File: config.mk
export PLATFORM = sky130hd
export DESIGN_NAME = tonal_masker_detect_core
export DESIGN_NICKNAME = d
export VERILOG_FILES = /design/src/rtl/core/tmd_pkg.sv /design/src/rtl/core/tonal_masker_detect_core.sv /design/src/rtl/core/tmd_tone_eval.sv /design/src/rtl/core/tmd_bin_window.sv /design/src/rtl/core/tmd_out_buf.sv
export SDC_FILE = /design/constraint.sdc
export NUM_CORES = 1
export LEC_CHECK = 0
export ABC_CLOCK_PERIOD_IN_PS = 4900
export BUFFER_PORTS_ARGS = -buffer_cell sky130_fd_sc_hd__buf_2
export CORE_ASPECT_RATIO = 1.5
export CORE_MARGIN = 4
export CORE_UTILIZATION = 40
export DETAILED_ROUTE_END_ITERATION = 12
export PLACE_DENSITY_LB_ADDON = 0.2
export REMOVE_ABC_BUFFERS = 1
export SLEW_MARGIN = 5
export SYNTH_ARGS = -nofsm -noshare
export SYNTH_HDL_FRONTEND = slang
export SYNTH_SLANG_ARGS = --single-unit
File: constraint.sdc
create_clock -name aclk -period 4.9 [get_ports aclk]
set_clock_uncertainty 0.2 [all_clocks]
set_input_delay 0.735 -clock aclk [delete_from_list [all_inputs] [get_ports aclk]]
set_output_delay 0.735 -clock aclk [all_outputs]
set_load 0.01 [all_outputs]
File: src/rtl/core/tmd_pkg.sv
// Shared types and constants of the tonal masker detector.
// Used by every module under rtl/core; depends on nothing.
`default_nettype none

package tmd_pkg;

    localparam int LEVEL_W      = 16;
    localparam int BIN_W        = 10;
    localparam int SPLIT_W      = 11;
    localparam int MARGIN_W     = 12;
    localparam int CFG_IDX_W    = 2;
    localparam int CFG_DATA_W   = 12;
    localparam int MAX_BINS_DEF = 1024;

    // neighbour reach and the windows that follow from it
    localparam int REACH        = 6;
    localparam int WIN_DEPTH    = 2 * REACH + 1;
    localparam int LVL_DEPTH    = 2 * REACH;
    localparam int TONAL_DEPTH  = REACH + 1;
    localparam int LATENCY      = 2 * REACH;
    localparam int FLUSH_W      = 4;
    localparam int FIRST_TEST   = REACH + 2;

    localparam logic [SPLIT_W-1:0]  LOW_SPLIT_RST  = 11'd255;
    localparam logic [SPLIT_W-1:0]  HIGH_SPLIT_RST = 11'd510;
    localparam logic [MARGIN_W-1:0] MARGIN_RST     = 12'd448;

    typedef logic signed [LEVEL_W-1:0] level_t;

    typedef enum logic [CFG_IDX_W-1:0] {
        CFG_LOW_SPLIT  = 2'd0,
        CFG_HIGH_SPLIT = 2'd1,
        CFG_MARGIN     = 2'd2
    } cfg_idx_t;

    // encoding equals the reach in bins
    typedef enum logic [2:0] {
        REACH_NONE  = 3'd0,
        REACH_TWO   = 3'd2,
        REACH_THREE = 3'd3,
        REACH_SIX   = 3'd6
    } reach_t;

    typedef enum logic {
        ST_STREAM = 1'b0,
        ST_FLUSH  = 1'b1
    } state_t;

    typedef struct packed {
        logic [SPLIT_W-1:0]  low_split;
        logic [SPLIT_W-1:0]  high_split;
        logic [MARGIN_W-1:0] margin;
    } cfg_t;

    typedef struct packed {
        logic             last_of_frame;
        logic             near_tone;
        logic             is_tonal;
        logic [BIN_W-1:0] bin_index;
    } result_t;

    typedef struct packed {
        logic    valid;
        result_t data;
    } push_t;

endpackage

`default_nettype wire

File: src/rtl/core/tonal_masker_detect_core.sv
// Tonal masker detector top level: configuration registers, bin window and
// result buffer. Uses tmd_pkg, tmd_bin_window and tmd_out_buf.
`default_nettype none

// Takes one spectral bin level per cycle (1/64 dB, signed) while s_tready is
// high, and reports for each bin whether it is a tonal local maximum and
// whether it lies within the reach of a tone. A bin is reported twelve bins
// after it arrives. The transaction with tlast, or the MAX_BINS-th bin, ends
// the frame and starts a flush: s_tready stays low while the twelve pending
// bins are walked out of the window. Results pass through a two-entry
// buffer, so bins keep flowing while one result waits on m_tready. Registers
// are written on the cfg channel (index 0 low split bin, 1 high split bin,
// 2 tone margin); the user must write them only while the block is idle,
// and the block itself does not enforce it.
module tonal_masker_detect_core #(
    parameter int MAX_BINS = tmd_pkg::MAX_BINS_DEF
) (
    input  logic        aclk,
    input  logic        aresetn,
    input  logic        s_tvalid,
    output logic        s_tready,
    input  logic [15:0] s_tdata,    // [15:0] level_db
    input  logic        s_tlast,    // frame_end
    output logic        m_tvalid,
    input  logic        m_tready,
    output logic [15:0] m_tdata,    // [9:0] bin_index, [10] is_tonal, [11] near_tone
    output logic        m_tlast,    // last_of_frame
    input  logic        cfg_valid,
    output logic        cfg_ready,
    input  logic [tmd_pkg::CFG_IDX_W-1:0]  cfg_index,
    input  logic [tmd_pkg::CFG_DATA_W-1:0] cfg_data
);

    tmd_pkg::cfg_t    cfg_reg, cfg_next;
    tmd_pkg::push_t   push;
    tmd_pkg::result_t out_data;
    logic             push_ok;

    assign cfg_ready = 1'b1;

    always_comb begin
        cfg_next = cfg_reg;
        if (cfg_valid) begin
            case (tmd_pkg::cfg_idx_t'(cfg_index))
                tmd_pkg::CFG_LOW_SPLIT:  cfg_next.low_split  = cfg_data[tmd_pkg::SPLIT_W-1:0];
                tmd_pkg::CFG_HIGH_SPLIT: cfg_next.high_split = cfg_data[tmd_pkg::SPLIT_W-1:0];
                tmd_pkg::CFG_MARGIN:     cfg_next.margin     = cfg_data[tmd_pkg::MARGIN_W-1:0];
                default: ;
            endcase
        end
    end

    always_ff @(posedge aclk) begin
        if (!aresetn) begin
            cfg_reg.low_split  <= tmd_pkg::LOW_SPLIT_RST;
            cfg_reg.high_split <= tmd_pkg::HIGH_SPLIT_RST;
            cfg_reg.margin     <= tmd_pkg::MARGIN_RST;
        end else begin
            cfg_reg <= cfg_next;
        end
    end

    tmd_bin_window #(
        .MAX_BINS (MAX_BINS)
    ) u_bin_window (
        .aclk     (aclk),
        .aresetn  (aresetn),
        .in_valid (s_tvalid),
        .in_level (tmd_pkg::level_t'(s_tdata)),
        .in_end   (s_tlast),
        .in_ready (s_tready),
        .push_ok  (push_ok),
        .cfg      (cfg_reg),
        .push     (push)
    );

    tmd_out_buf u_out_buf (
        .aclk      (aclk),
        .aresetn   (aresetn),
        .push      (push),
        .push_ok   (push_ok),
        .out_valid (m_tvalid),
        .out_ready (m_tready),
        .out_data  (out_data)
    );

    assign m_tdata = {4'b0000, out_data.near_tone, out_data.is_tonal, out_data.bin_index};
    assign m_tlast = out_data.last_of_frame;

    // the window never offers a result the buffer cannot hold
    assert property (@(posedge aclk) disable iff (!aresetn)
        push.valid |-> push_ok)
        else $error("result offered to a full buffer");

    // a frame end always starts the flush, which holds off the next bin
    assert property (@(posedge aclk) disable iff (!aresetn)
        s_tvalid && s_tready && s_tlast |=> !s_tready)
        else $error("bin accepted right after frame end");

    // a tone always lies within its own reach
    assert property (@(posedge aclk) disable iff (!aresetn)
        m_tvalid && m_tdata[10] |-> m_tdata[11])
        else $error("tonal bin not marked near tone");

endmodule

`default_nettype wire

File: src/rtl/core/tmd_tone_eval.sv
// Tone test on the centre bin of the level window: local maximum plus margin
// over the neighbours from two bins out to the band's reach. Uses tmd_pkg.
`default_nettype none

module tmd_tone_eval #(
    parameter int CNT_W = 10
) (
    input  tmd_pkg::level_t   win [tmd_pkg::WIN_DEPTH],
    input  logic [CNT_W-1:0]  bin_k,
    input  tmd_pkg::cfg_t     cfg,
    output tmd_pkg::reach_t   reach
);

    localparam int C     = tmd_pkg::REACH;
    localparam int CMP_W = (CNT_W > tmd_pkg::SPLIT_W) ? CNT_W : tmd_pkg::SPLIT_W;
    localparam int SUM_W = tmd_pkg::LEVEL_W + 1;

    logic signed [SUM_W-1:0] center;
    logic signed [SUM_W-1:0] marg;
    logic [C:2]              excess;
    logic                    near_ok;
    logic                    below_low;
    logic                    below_high;

    always_comb begin
        center = SUM_W'(win[C]);
        marg   = signed'({{(SUM_W - tmd_pkg::MARGIN_W){1'b0}}, cfg.margin});
        near_ok = (win[C] >= win[C-1]) && (win[C] >= win[C+1]);
        for (int d = 2; d <= C; d++) begin
            excess[d] = (center > SUM_W'(win[C-d]) + marg) &&
                        (center > SUM_W'(win[C+d]) + marg);
        end
        below_low  = CMP_W'(bin_k) < CMP_W'(cfg.low_split);
        below_high = CMP_W'(bin_k) < CMP_W'(cfg.high_split);

        reach = tmd_pkg::REACH_NONE;
        if (near_ok && excess[2]) begin
            if (below_low) begin
                reach = tmd_pkg::REACH_TWO;
            end else if (below_high) begin
                if (excess[3]) begin
                    reach = tmd_pkg::REACH_THREE;
                end
            end else if (&excess) begin
                reach = tmd_pkg::REACH_SIX;
            end
        end
    end

endmodule

`default_nettype wire

File: src/rtl/core/tmd_bin_window.sv
// Bin windows (levels, near-tone marks, tonal decisions), bin counter and the
// frame-end flush sequencer. Uses tmd_pkg and tmd_tone_eval.
`default_nettype none

module tmd_bin_window #(
    parameter int MAX_BINS = tmd_pkg::MAX_BINS_DEF
) (
    input  logic               aclk,
    input  logic               aresetn,
    input  logic               in_valid,
    input  tmd_pkg::level_t    in_level,
    input  logic               in_end,
    output logic               in_ready,
    input  logic               push_ok,
    input  tmd_pkg::cfg_t      cfg,
    output tmd_pkg::push_t     push
);

    localparam int CNT_W = $clog2(MAX_BINS);
    localparam int BW    = tmd_pkg::BIN_W;
    localparam int FW    = tmd_pkg::FLUSH_W;
    localparam int C     = tmd_pkg::REACH;
    localparam int LD    = tmd_pkg::LVL_DEPTH;
    localparam int WD    = tmd_pkg::WIN_DEPTH;
    localparam int TD    = tmd_pkg::TONAL_DEPTH;

    tmd_pkg::state_t  state_reg, state_next;
    logic [CNT_W-1:0] cnt_reg, cnt_next;
    logic [FW-1:0]    flush_idx_reg, flush_idx_next;
    tmd_pkg::level_t  lvl_reg  [LD];
    tmd_pkg::level_t  lvl_next [LD];
    logic [WD-1:0]    mark_reg, mark_next;
    logic [TD-1:0]    tonal_reg, tonal_next;

    tmd_pkg::level_t  win [WD];
    tmd_pkg::reach_t  reach;
    logic [CNT_W-1:0] bin_k;
    logic             peak_hit;
    logic             accept;
    logic             frame_last;

    always_comb begin
        win[0] = in_level;
        for (int p = 1; p < WD; p++) begin
            win[p] = lvl_reg[p-1];
        end
    end

    assign bin_k = cnt_reg - CNT_W'(C);

    tmd_tone_eval #(
        .CNT_W (CNT_W)
    ) u_tone_eval (
        .win   (win),
        .bin_k (bin_k),
        .cfg   (cfg),
        .reach (reach)
    );

    assign in_ready   = (state_reg == tmd_pkg::ST_STREAM) && push_ok;
    assign accept     = in_valid && in_ready;
    assign peak_hit   = (cnt_reg >= CNT_W'(tmd_pkg::FIRST_TEST)) &&
                        (reach != tmd_pkg::REACH_NONE);
    assign frame_last = in_end || (cnt_reg == CNT_W'(MAX_BINS - 1));

    always_comb begin
        int mark_off;
        mark_off       = 0;
        state_next     = state_reg;
        cnt_next       = cnt_reg;
        flush_idx_next = flush_idx_reg;
        lvl_next       = lvl_reg;
        mark_next      = mark_reg;
        tonal_next     = tonal_reg;
        push           = '0;

        case (state_reg)
            tmd_pkg::ST_STREAM: begin
                if (accept) begin
                    lvl_next[0] = in_level;
                    for (int j = 1; j < LD; j++) begin
                        lvl_next[j] = lvl_reg[j-1];
                    end
                    mark_next  = {mark_reg[WD-2:0], 1'b0};
                    for (int p = 0; p < WD; p++) begin
                        mark_off = (p > C) ? (p - C) : (C - p);
                        if (peak_hit && (int'(reach) >= mark_off)) begin
                            mark_next[p] = 1'b1;
                        end
                    end
                    tonal_next = {tonal_reg[TD-2:0], peak_hit};

                    push.valid          = cnt_reg >= CNT_W'(tmd_pkg::LATENCY);
                    push.data.bin_index = BW'(cnt_reg - CNT_W'(tmd_pkg::LATENCY));
                    push.data.is_tonal  = tonal_next[TD-1];
                    push.data.near_tone = mark_next[WD-1];

                    if (frame_last) begin
                        state_next     = tmd_pkg::ST_FLUSH;
                        flush_idx_next = FW'(tmd_pkg::LATENCY - 1);
                    end else begin
                        cnt_next = cnt_reg + 1'b1;
                    end
                end
            end
            tmd_pkg::ST_FLUSH: begin
                if (push_ok) begin
                    // shift zeros in, pending bins walk out of the far end
                    lvl_next[0] = '0;
                    for (int j = 1; j < LD; j++) begin
                        lvl_next[j] = lvl_reg[j-1];
                    end
                    mark_next  = {mark_reg[WD-2:0], 1'b0};
                    tonal_next = {tonal_reg[TD-2:0], 1'b0};

                    push.valid              = CNT_W'(flush_idx_reg) <= cnt_reg;
                    push.data.bin_index     = BW'(cnt_reg - CNT_W'(flush_idx_reg));
                    push.data.is_tonal      = tonal_reg[TD-2];
                    push.data.near_tone     = mark_reg[WD-2];
                    push.data.last_of_frame = flush_idx_reg == '0;

                    if (flush_idx_reg == '0) begin
                        state_next = tmd_pkg::ST_STREAM;
                        cnt_next   = '0;
                        mark_next  = '0;
                        tonal_next = '0;
                        for (int j = 0; j < LD; j++) begin
                            lvl_next[j] = '0;
                        end
                    end else begin
                        flush_idx_next = flush_idx_reg - 1'b1;
                    end
                end
            end
            default: begin
                state_next = tmd_pkg::ST_STREAM;
            end
        endcase
    end

    always_ff @(posedge aclk) begin
        if (!aresetn) begin
            state_reg     <= tmd_pkg::ST_STREAM;
            cnt_reg       <= '0;
            flush_idx_reg <= '0;
            mark_reg      <= '0;
            tonal_reg     <= '0;
            for (int j = 0; j < LD; j++) begin
                lvl_reg[j] <= '0;
            end
        end else begin
            state_reg     <= state_next;
            cnt_reg       <= cnt_next;
            flush_idx_reg <= flush_idx_next;
            mark_reg      <= mark_next;
            tonal_reg     <= tonal_next;
            lvl_reg       <= lvl_next;
        end
    end

endmodule

`default_nettype wire

File: src/rtl/core/tmd_out_buf.sv
// Two-entry result buffer between the bin window and the master side, so the
// window keeps taking bins while one result waits. Uses tmd_pkg.
`default_nettype none

module tmd_out_buf (
    input  logic              aclk,
    input  logic              aresetn,
    input  tmd_pkg::push_t    push,
    output logic              push_ok,
    output logic              out_valid,
    input  logic              out_ready,
    output tmd_pkg::result_t  out_data
);

    tmd_pkg::result_t entry_reg [2];
    logic             wr_ptr_reg, wr_ptr_next;
    logic             rd_ptr_reg, rd_ptr_next;
    logic [1:0]       count_reg, count_next;
    logic             do_push;
    logic             do_pop;

    assign push_ok   = count_reg != 2'd2;
    assign out_valid = count_reg != 2'd0;
    assign out_data  = entry_reg[rd_ptr_reg];
    assign do_push   = push.valid && push_ok;
    assign do_pop    = out_valid && out_ready;

    always_comb begin
        wr_ptr_next = wr_ptr_reg ^ do_push;
        rd_ptr_next = rd_ptr_reg ^ do_pop;
        count_next  = count_reg + {1'b0, do_push} - {1'b0, do_pop};
    end

    always_ff @(posedge aclk) begin
        if (do_push) begin
            entry_reg[wr_ptr_reg] <= push.data;
        end
    end

    always_ff @(posedge aclk) begin
        if (!aresetn) begin
            wr_ptr_reg <= 1'b0;
            rd_ptr_reg <= 1'b0;
            count_reg  <= 2'd0;
        end else begin
            wr_ptr_reg <= wr_ptr_next;
            rd_ptr_reg <= rd_ptr_next;
            count_reg  <= count_next;
        end
    end

endmodule

`default_nettype wire
==> results of run 1 <==
## metal layers
metal / up-vias / GRT usage
met5: - / 0
met1: 9710 / 0.2576
li1: 9976 / -
met2: 482 / 0.4394
met3: 186 / 0.02692
met4: 0 / 0.1061
## critical path, delay by kind of cell, from the launching register on
| family | cells | cell delay, ns |
|---|---|---|
| buf+inv | 3 | 0.40 |
| fa+ha+maj | 2 | 0.48 |
| simple gates | 5 | 0.77 |
| compound gates | 8 | 2.07 |
| flops | 1 | 0.38 |
| xor+xnor | 1 | 0.33 |
## metrics by stage
step	worst slack (ns)	util	cell area, um^2	std cells
after floorplan	-7.144	-	21350	2579
after global placement	-0.3948	0.4424	23830	3476
after detailed placement	-0.4604	0.4424	23830	3476
after CTS	0.005236	0.4655	25080	3535
after global routing	-0.1640	0.4756	25620	3547
final	-0.02532	0.4756	25620	3547
## layout by cell type (no fill, tap or decap), types with 6 or more instances in the layout
cell,netlist,layout
a211o_1,6,6
a211oi_1,27,21
a211oi_2,1,7
a21o_1,73,73
a21oi_1,343,334
a21oi_2,0,8
a31o_2,13,10
a31oi_1,23,12
a31oi_2,0,10
and2_1,9,9
and3_1,11,10
buf_12,0,12
buf_2,2,50
buf_4,5,155
clkbuf_1,100,9
clkbuf_16,0,31
dfxtp_1,264,259
edfxtp_1,26,26
fa_1,11,6
ha_1,356,347
inv_1,129,129
mux2_2,14,13
nand2_1,354,353
nand2b_1,26,26
nand3_1,269,266
nand3b_1,7,7
nand4_1,39,39
nor2_1,101,100
nor2b_1,26,26
nor3_1,34,30
o211ai_1,30,30
o21a_1,17,16
o21ai_0,77,63
o21ai_1,0,10
o21bai_1,13,9
or3_1,16,16
xnor2_1,73,71
xor2_1,88,88
## power by group
group / total [W] / internal (W) / leakage, nW / switching, W
registers: 0.00266 / 0.00254 / 2.38 / 0.000119
clock network: 0.00249 / 0.00144 / 0.500 / 0.00105
logic: 0.00190 / 0.000633 / 7.95 / 0.00126
total: 0.00705 / 0.00462 / 10.8 / 0.00243
## timing repair
item	CTS	global route
resized for setup	31	99
pin swaps	11	88
setup endpoints to repair	15	15
buffers inserted	2	13
## worst paths after layout
check | to | slack (ns) | depth (start not counted)
hold reg to reg | u_bin_window.tonal_reg[5] | 0.25 | 2
hold / removal | u_bin_window.lvl_reg[182] | 0.18 | 3
setup reg to reg | u_out_buf.entry_reg[1][11] | -0.03 | 19
setup / recovery | u_out_buf.entry_reg[1][11] | -0.03 | 19
## area by class of cell
class	instances	area, um^2	area share
Timing Repair Buffer	222	1714	0.06690
Multi-Input combinational cell	2159	15420	0.6020
Clock buffer	44	864.6	0.03374
Tap cell	689	862.1	0.03364
Clock inverter	13	190.2	0.007422
Sequential cell	290	6075	0.2371
Inverter	130	493.0	0.01924
## synth_stat cells, drive strengths merged, types with 28 or more instances
| library cell | number | area, um^2 |
|---|---|---|
| ha | 356 | 4454 |
| nand2 | 354 | 1329 |
| a21oi | 343 | 1717 |
| nand3 | 270 | 1356 |
| dfxtp | 264 | 5285 |
| inv | 130 | 488.0 |
| nor2 | 101 | 379.1 |
| clkbuf | 100 | 375.4 |
| xor2 | 88 | 770.7 |
| o21ai | 77 | 385.4 |
| a21o | 73 | 548.0 |
| xnor2 | 73 | 639.4 |
| nand4 | 39 | 244.0 |
| nor3 | 34 | 170.2 |
| o211ai | 30 | 225.2 |
| a211oi | 28 | 215.2 |
## kinds of logic (layout without fill, tap and decap cells)
kind of cell             after synthesis  in the layout
buffers and inverters                251            409
AO/OA/AOI/OAI                        689            689
AND/OR/NAND/NOR                      923            923
multiplexers                          14             14
other                                  2              5
adder cells (fa/ha/maj)              367            367
XOR/XNOR                             161            161
flip-flops                           290            290
==> impl_metrics.csv, run 1 <==
group,metric,value,unit
place,gp_congestion,0.8978,
grt,grt_pass1_wl,109300,um
die,die_w,198.7,um
routing,route.met2.wl,36800,um
routing,drtPass1Iterations,5,
sta,fin_ws,-0.02532,ns
critical_path,path_max_fanout,8,
grt,antenna_found_initial,0,
critical_path,cpMaxStageDelayCell,"a311o_1",
cells_and_area,largest_reg_flops,192,
routing,wl_met1,26730,um
sta,worst_slew_pin_slew,1.084,ns
synthesis,synthesis.area,21820,um^2
routing,dr_wl_met3,2759,um
clock_tree,hold_buffers,0,
critical_path,start_kind,"register",
die,initial_utilization,0.4051,
synthesis,synthAdderAreaFrac,0.2142,
sta,setup_viol,3,
die,die_h,294.1,um
cells_and_area,diodes,0,
sta,hold_viol,0,
outcome,violations,"negative setup slack",
synthesis,synth_top_family_by_area,"adder cells",
routing,route.detailed.drc,0,
routing,viasPerCell,5.738,
clock_tree,path_clk_slew,0.07,ns
clock_tree,cts_tree,"done",
synthesis,synth_cell_types,76,
critical_path,timing.rr.start,"cfg_reg[1]",
critical_path,worst-setup-path-type,"register to register",
grt,grt_max_degree,192,
sta,rsz0062_at_grt,"true",
synthesis,synth-seq-cells,290,
synthesis,synth_xor_area_frac,0.06461,
synthesis,avgSynthCellArea,8.092,um^2
sta,period_share,1.005,
sta,slew_violations,0,
synthesis,synth-compound-area-share,0.1928,
die,die_area,58440,um^2
grt,overflow,0,
grt,grt_use_total,0.2329,
job,drv_cap,0,
sta,worst_hold_slack,0.1850,ns
place,port-buffer-count,50,
cells_and_area,finalNetCount,3237,
synthesis,synth_edf_count,26,
synthesis,netlist_instances,2697,
clock_tree,root_buffer,"clkbuf_16",
worst_hold_path,min-delay-start,"s_tdata[6]",
sta,relSlewSlack,0.2766,
cells_and_area,num-fill-cells,5390,
critical_path,path_cells,"buf_8 > ha_4 > a21o_1 > a21oi_4 > o21bai_1 > a31o_2 > a311o_1 > a31oi_2 > nor2_2 > xnor2_2 > ha_4 > buf_6 > a2111oi_4 > nand4b_1 > o211a_4 > nor4b_4 > buf_4 > nand3b_1 > nand2_2",
die,core-area,53870,um^2
routing,ant_nets,0,
cells_and_area,drive_above_1_share,0.1403,
synthesis,muxShareOfSynthArea,0.007224,
routing,top_layer,"met4",
synthesis,synth_simple_gate_area_frac,0.1984,
synthesis,yosysSeqAreaShare,0.2779,
power_and_ir_drop,cellPowerDensity,275.2,nW/um^2
power_and_ir_drop,peakVddDrop,0.0003760,V
sta,layout_min_cycle_time,4.925,ns
critical_path,slowest_delay,0.41,ns
clock_tree,clock_latency,0.60,ns
place,dp.final_hpwl,51720,um
cells_and_area,syn_to_final_growth,17.41,%
outcome,status,"finished, violations left",
grt,first_global_vias,20570,
clock_tree,cts.sinks,290,
clock_tree,cts_buffer_depth,3,
synthesis,yosysWarnings,0,
critical_path,cp-end-kind,"register",
routing,routed_wl,70130,um
critical_path,crit_start,"cfg_reg[1]",
worst_hold_path,min_path_type,"input port to register",
sta,setup_tns,-0.05233,ns
power_and_ir_drop,leakagePower,10.83,nW
sta,fmax,0.2030,GHz
die,rows,104,
routing,wire_per_inst,19.77,um
routing,vias,20350,
critical_path,worstPathArrival,5.05,ns
clock_tree,cts_buffers,31,
synthesis,ys_async_sr_fraction,0,
routing,drt_iter0_markers,985,
synthesis,synthFlopType,"dfxtp_1",
power_and_ir_drop,power.total,0.007051,W
die,io_pins,56,
critical_path,cpMostUsedCell,"ha_4",
clock_tree,h-tree-depth,1,
critical_path,required,5.03,ns
Power figures use the tool's default switching activity.
==> run 2, diff against run 1 <==
--- a/config.mk
+++ b/config.mk
@@ -5,6 +5,7 @@
 export SDC_FILE = /design/constraint.sdc
 export NUM_CORES = 1
 export LEC_CHECK = 0
+export ABC_AREA = 1
 export ABC_CLOCK_PERIOD_IN_PS = 4900
 export BUFFER_PORTS_ARGS = -buffer_cell sky130_fd_sc_hd__buf_2
 export CORE_ASPECT_RATIO = 1.5
==> impl_metrics.csv, run 2 <==
group,metric,value,unit
cells_and_area,finalNetCount,3518,
die,die_h,296.3,um
clock_tree,root_buffer,"clkbuf_16",
synthesis,ys_async_sr_fraction,0,
critical_path,worstRegToRegCells,30,
grt,grt_use_total,0.2125,
die,rows,105,
place,pre_cts_slack,-0.1400,ns
critical_path,timing.rr.end,"u_bin_window.mark_reg[10]",
cells_and_area,layout_commonest_cell,"nand2_1",
power_and_ir_drop,switching_power,0.005714,W
sta,hold_viol,0,
sta,layout_min_cycle_time,4.747,ns
worst_hold_path,holdPathEnd,"cfg_reg[11]",
synthesis,avgSynthCellArea,7.431,um^2
routing,drt_iter0_markers,1014,
synthesis,synth_common_cells,"nand2_1, a21oi_1, ha_1",
synthesis,synth_edf_count,26,
synthesis,yosysSeqAreaShare,0.2737,
synthesis,synthesis.area,22160,um^2
critical_path,r2r_slack,0.15,ns
synthesis,synth-seq-cells,290,
sta,rsz0062_at_grt,"true",
power_and_ir_drop,leakagePower,11.85,nW
place,dp.final_hpwl,47990,um
die,die_w,200.2,um
worst_hold_path,min_path_type,"input port to register",
routing,ant_nets,0,
power_and_ir_drop,cellPowerDensity,485.3,nW/um^2
cells_and_area,final_cell_mix,"nand2_1, a21oi_1, ha_1, inv_1, dfxtp_1",
power_and_ir_drop,power.total,0.01282,W
sta,fin_ws,0.1528,ns
grt,overflow,0,
grt,first_global_vias,20100,
critical_path,required,5.17,ns
sta,worst_slew_pin_slew,1.080,ns
outcome,status,"finished, final reports clean",
synthesis,yosysWarnings,0,
power_and_ir_drop,p_int,0.007110,W
power_and_ir_drop,p_sw_frac,0.4456,
die,io_pins,56,
cells_and_area,largest_reg_flops,192,
cells_and_area,drive_above_1_share,0.1547,
sta,worst_hold_slack,0.2370,ns
clock_tree,h-tree-depth,2,
die,core-area,54780,um^2
grt,grt_max_degree,214,
routing,vias,20680,
sta,slew_violations,0,
critical_path,slowest_delay,0.39,ns
clock_tree,cts_buffer_depth,3,
clock_tree,path_clk_slew,0.06,ns
job,drv_cap,0,
synthesis,netlist_instances,2982,
die,initial_utilization,0.4045,
worst_hold_path,min_path_cells,3,
routing,wire_per_inst,17.38,um
routing,routed_wl,66680,um
sta,fmax,0.2107,GHz
synthesis,synth_top_area_cell,"dfxtp_1",
power_and_ir_drop,pwr-share-clk,0.206,
synthesis,synth_top_area_frac,0.2385,
clock_tree,cts_tree,"done",
critical_path,timing.rr.start,"cfg_reg[0]",
routing,drtPass1Iterations,5,
place,gp_congestion,0.8826,
sta,period_share,0.9688,
critical_path,worst-setup-path-type,"register to register",
place,port-buffer-count,50,
critical_path,cp-end-kind,"register",
worst_hold_path,min-delay-start,"cfg_data[11]",
routing,viasPerCell,5.391,
power_and_ir_drop,peakVddDrop,0.0004034,V
grt,grt_pass1_wl,104100,um
clock_tree,cts.sinks,290,
synthesis,synthTopCellsByArea,"dfxtp_1, ha_1, a21oi_1",
clock_tree,cts_buffers,35,
synthesis,synthFlopType,"dfxtp_1",
routing,route.detailed.drc,0,
sta,setup_viol,0,
clock_tree,hold_buffers,0,
critical_path,worstPathArrival,5.01,ns
critical_path,cpMostUsedCell,"nand2_1",
synthesis,synth_cell_types,53,
critical_path,path_max_fanout,4,
cells_and_area,diodes,0,
die,die_area,59300,um^2
cells_and_area,syn_to_final_growth,19.25,%
power_and_ir_drop,seqPwrFrac,0.273,
clock_tree,clock_latency,0.54,ns
power_and_ir_drop,combPwrFrac,0.522,
critical_path,cpMaxStageDelayCell,"fa_2",
grt,antenna_found_initial,0,
synthesis,yosysMostFrequentCell,"nand2_1",
critical_path,start_kind,"register",
sta,relSlewSlack,0.2797,
## run 2: cell count changes after synthesis, sizes merged, moves of 65 or more
cell / before / now
a21o: 73 / 8
a21oi: 343 / 446
inv: 130 / 312
nand2: 354 / 495
nand3: 270 / 83
nor2: 101 / 273
o21ai: 77 / 180
## run 2: how the worst max path moves through the flow
stage	start	end	slack [ns]	cells after the start
2_1_floorplan	s_tvalid	u_bin_window.cnt_reg[9]	-1.92	12
3_3_place_gp	cfg_reg[0]	u_bin_window.mark_reg[2]	-0.005	29
3_5_place_dp	cfg_reg[0]	u_bin_window.mark_reg[10]	-0.14	29
4_1_cts	cfg_reg[0]	u_bin_window.mark_reg[2]	0.004	28
5_1_grt	cfg_reg[0]	u_bin_window.mark_reg[2]	-0.15	30
6_report	cfg_reg[0]	u_bin_window.mark_reg[10]	0.15	30
## run 2: routing by layer
layer,vias to the layer above,wire (um),global-route usage
met1,9695,28020,0.2507
met2,369,33090,0.3915
met4,0,3060,0.08821
met5,-,0,0
li1,10480,-,-
met3,141,2510,0.02581
## run 2: power groups by stage
stage | combinational [W] | sequential, W | clock, W
6_report | 0.00669 | 0.00350 | 0.00264
4_1_cts | 0.00616 | 0.00346 | 0.00271
3_3_place_gp | 0.00595 | 0.00351 | 0
5_1_grt | 0.00763 | 0.00356 | 0.00279
2_1_floorplan | 0.00434 | 0.00335 | 0
3_5_place_dp | 0.00611 | 0.00351 | 0
## run 2: logic make-up (layout without fill, tap and decap cells)
group	after synthesis	after routing	share of synthesized area
flip-flops	290	290	0.2737
adder cells (fa/ha/maj)	367	367	0.2110
AND/OR/NAND/NOR	943	943	0.1759
buffers and inverters	419	576	0.07352
multiplexers	13	13	0.006606
other	2	5	0.0003389
AO/OA/AOI/OAI	814	814	0.2060
XOR/XNOR	134	134	0.05296
## run 2: stage by stage
stage          instances  instance area, um^2    util  setup TNS [ns]
6_report            3837                26420  0.4823               0
5_1_grt             3837                26420  0.4823         -0.8062
4_1_cts             3803                24980  0.4560               0
3_5_place_dp        3739                23810  0.4346         -0.9609
3_3_place_gp        3739                23810  0.4346       -0.007780
2_1_floorplan       2878                21710       -         -222.05
## run 2: layout make-up
class                           count  area (um^2)
Tap cell                          695        869.6
Clock inverter                     14        131.4
Multi-Input combinational cell   2276        15640
Sequential cell                   290         6077
Clock buffer                       50         1015
Fill cell                        5275        28360
Inverter                          312         1179
Timing Repair Buffer              200         1513
## run 2: what timing repair did
item | CTS | global route
hold endpoints to repair | 0 | 0
setup buffers | 0 | 33
setup endpoints to repair | 15 | 15
cloned | 0 | 1
pin swaps | 3 | 159
resized for setup | 7 | 229
## run 2: critical path: cells and delay by family, from the launching register on
| kind | cells | cell delay [ns] |
|---|---|---|
| AO/OA/AOI/OAI | 9 | 1.41 |
| adder cells (fa/ha/maj) | 3 | 0.83 |
| buffers and inverters | 3 | 0.33 |
| flip-flops | 1 | 0.36 |
| AND/OR/NAND/NOR | 15 | 1.56 |
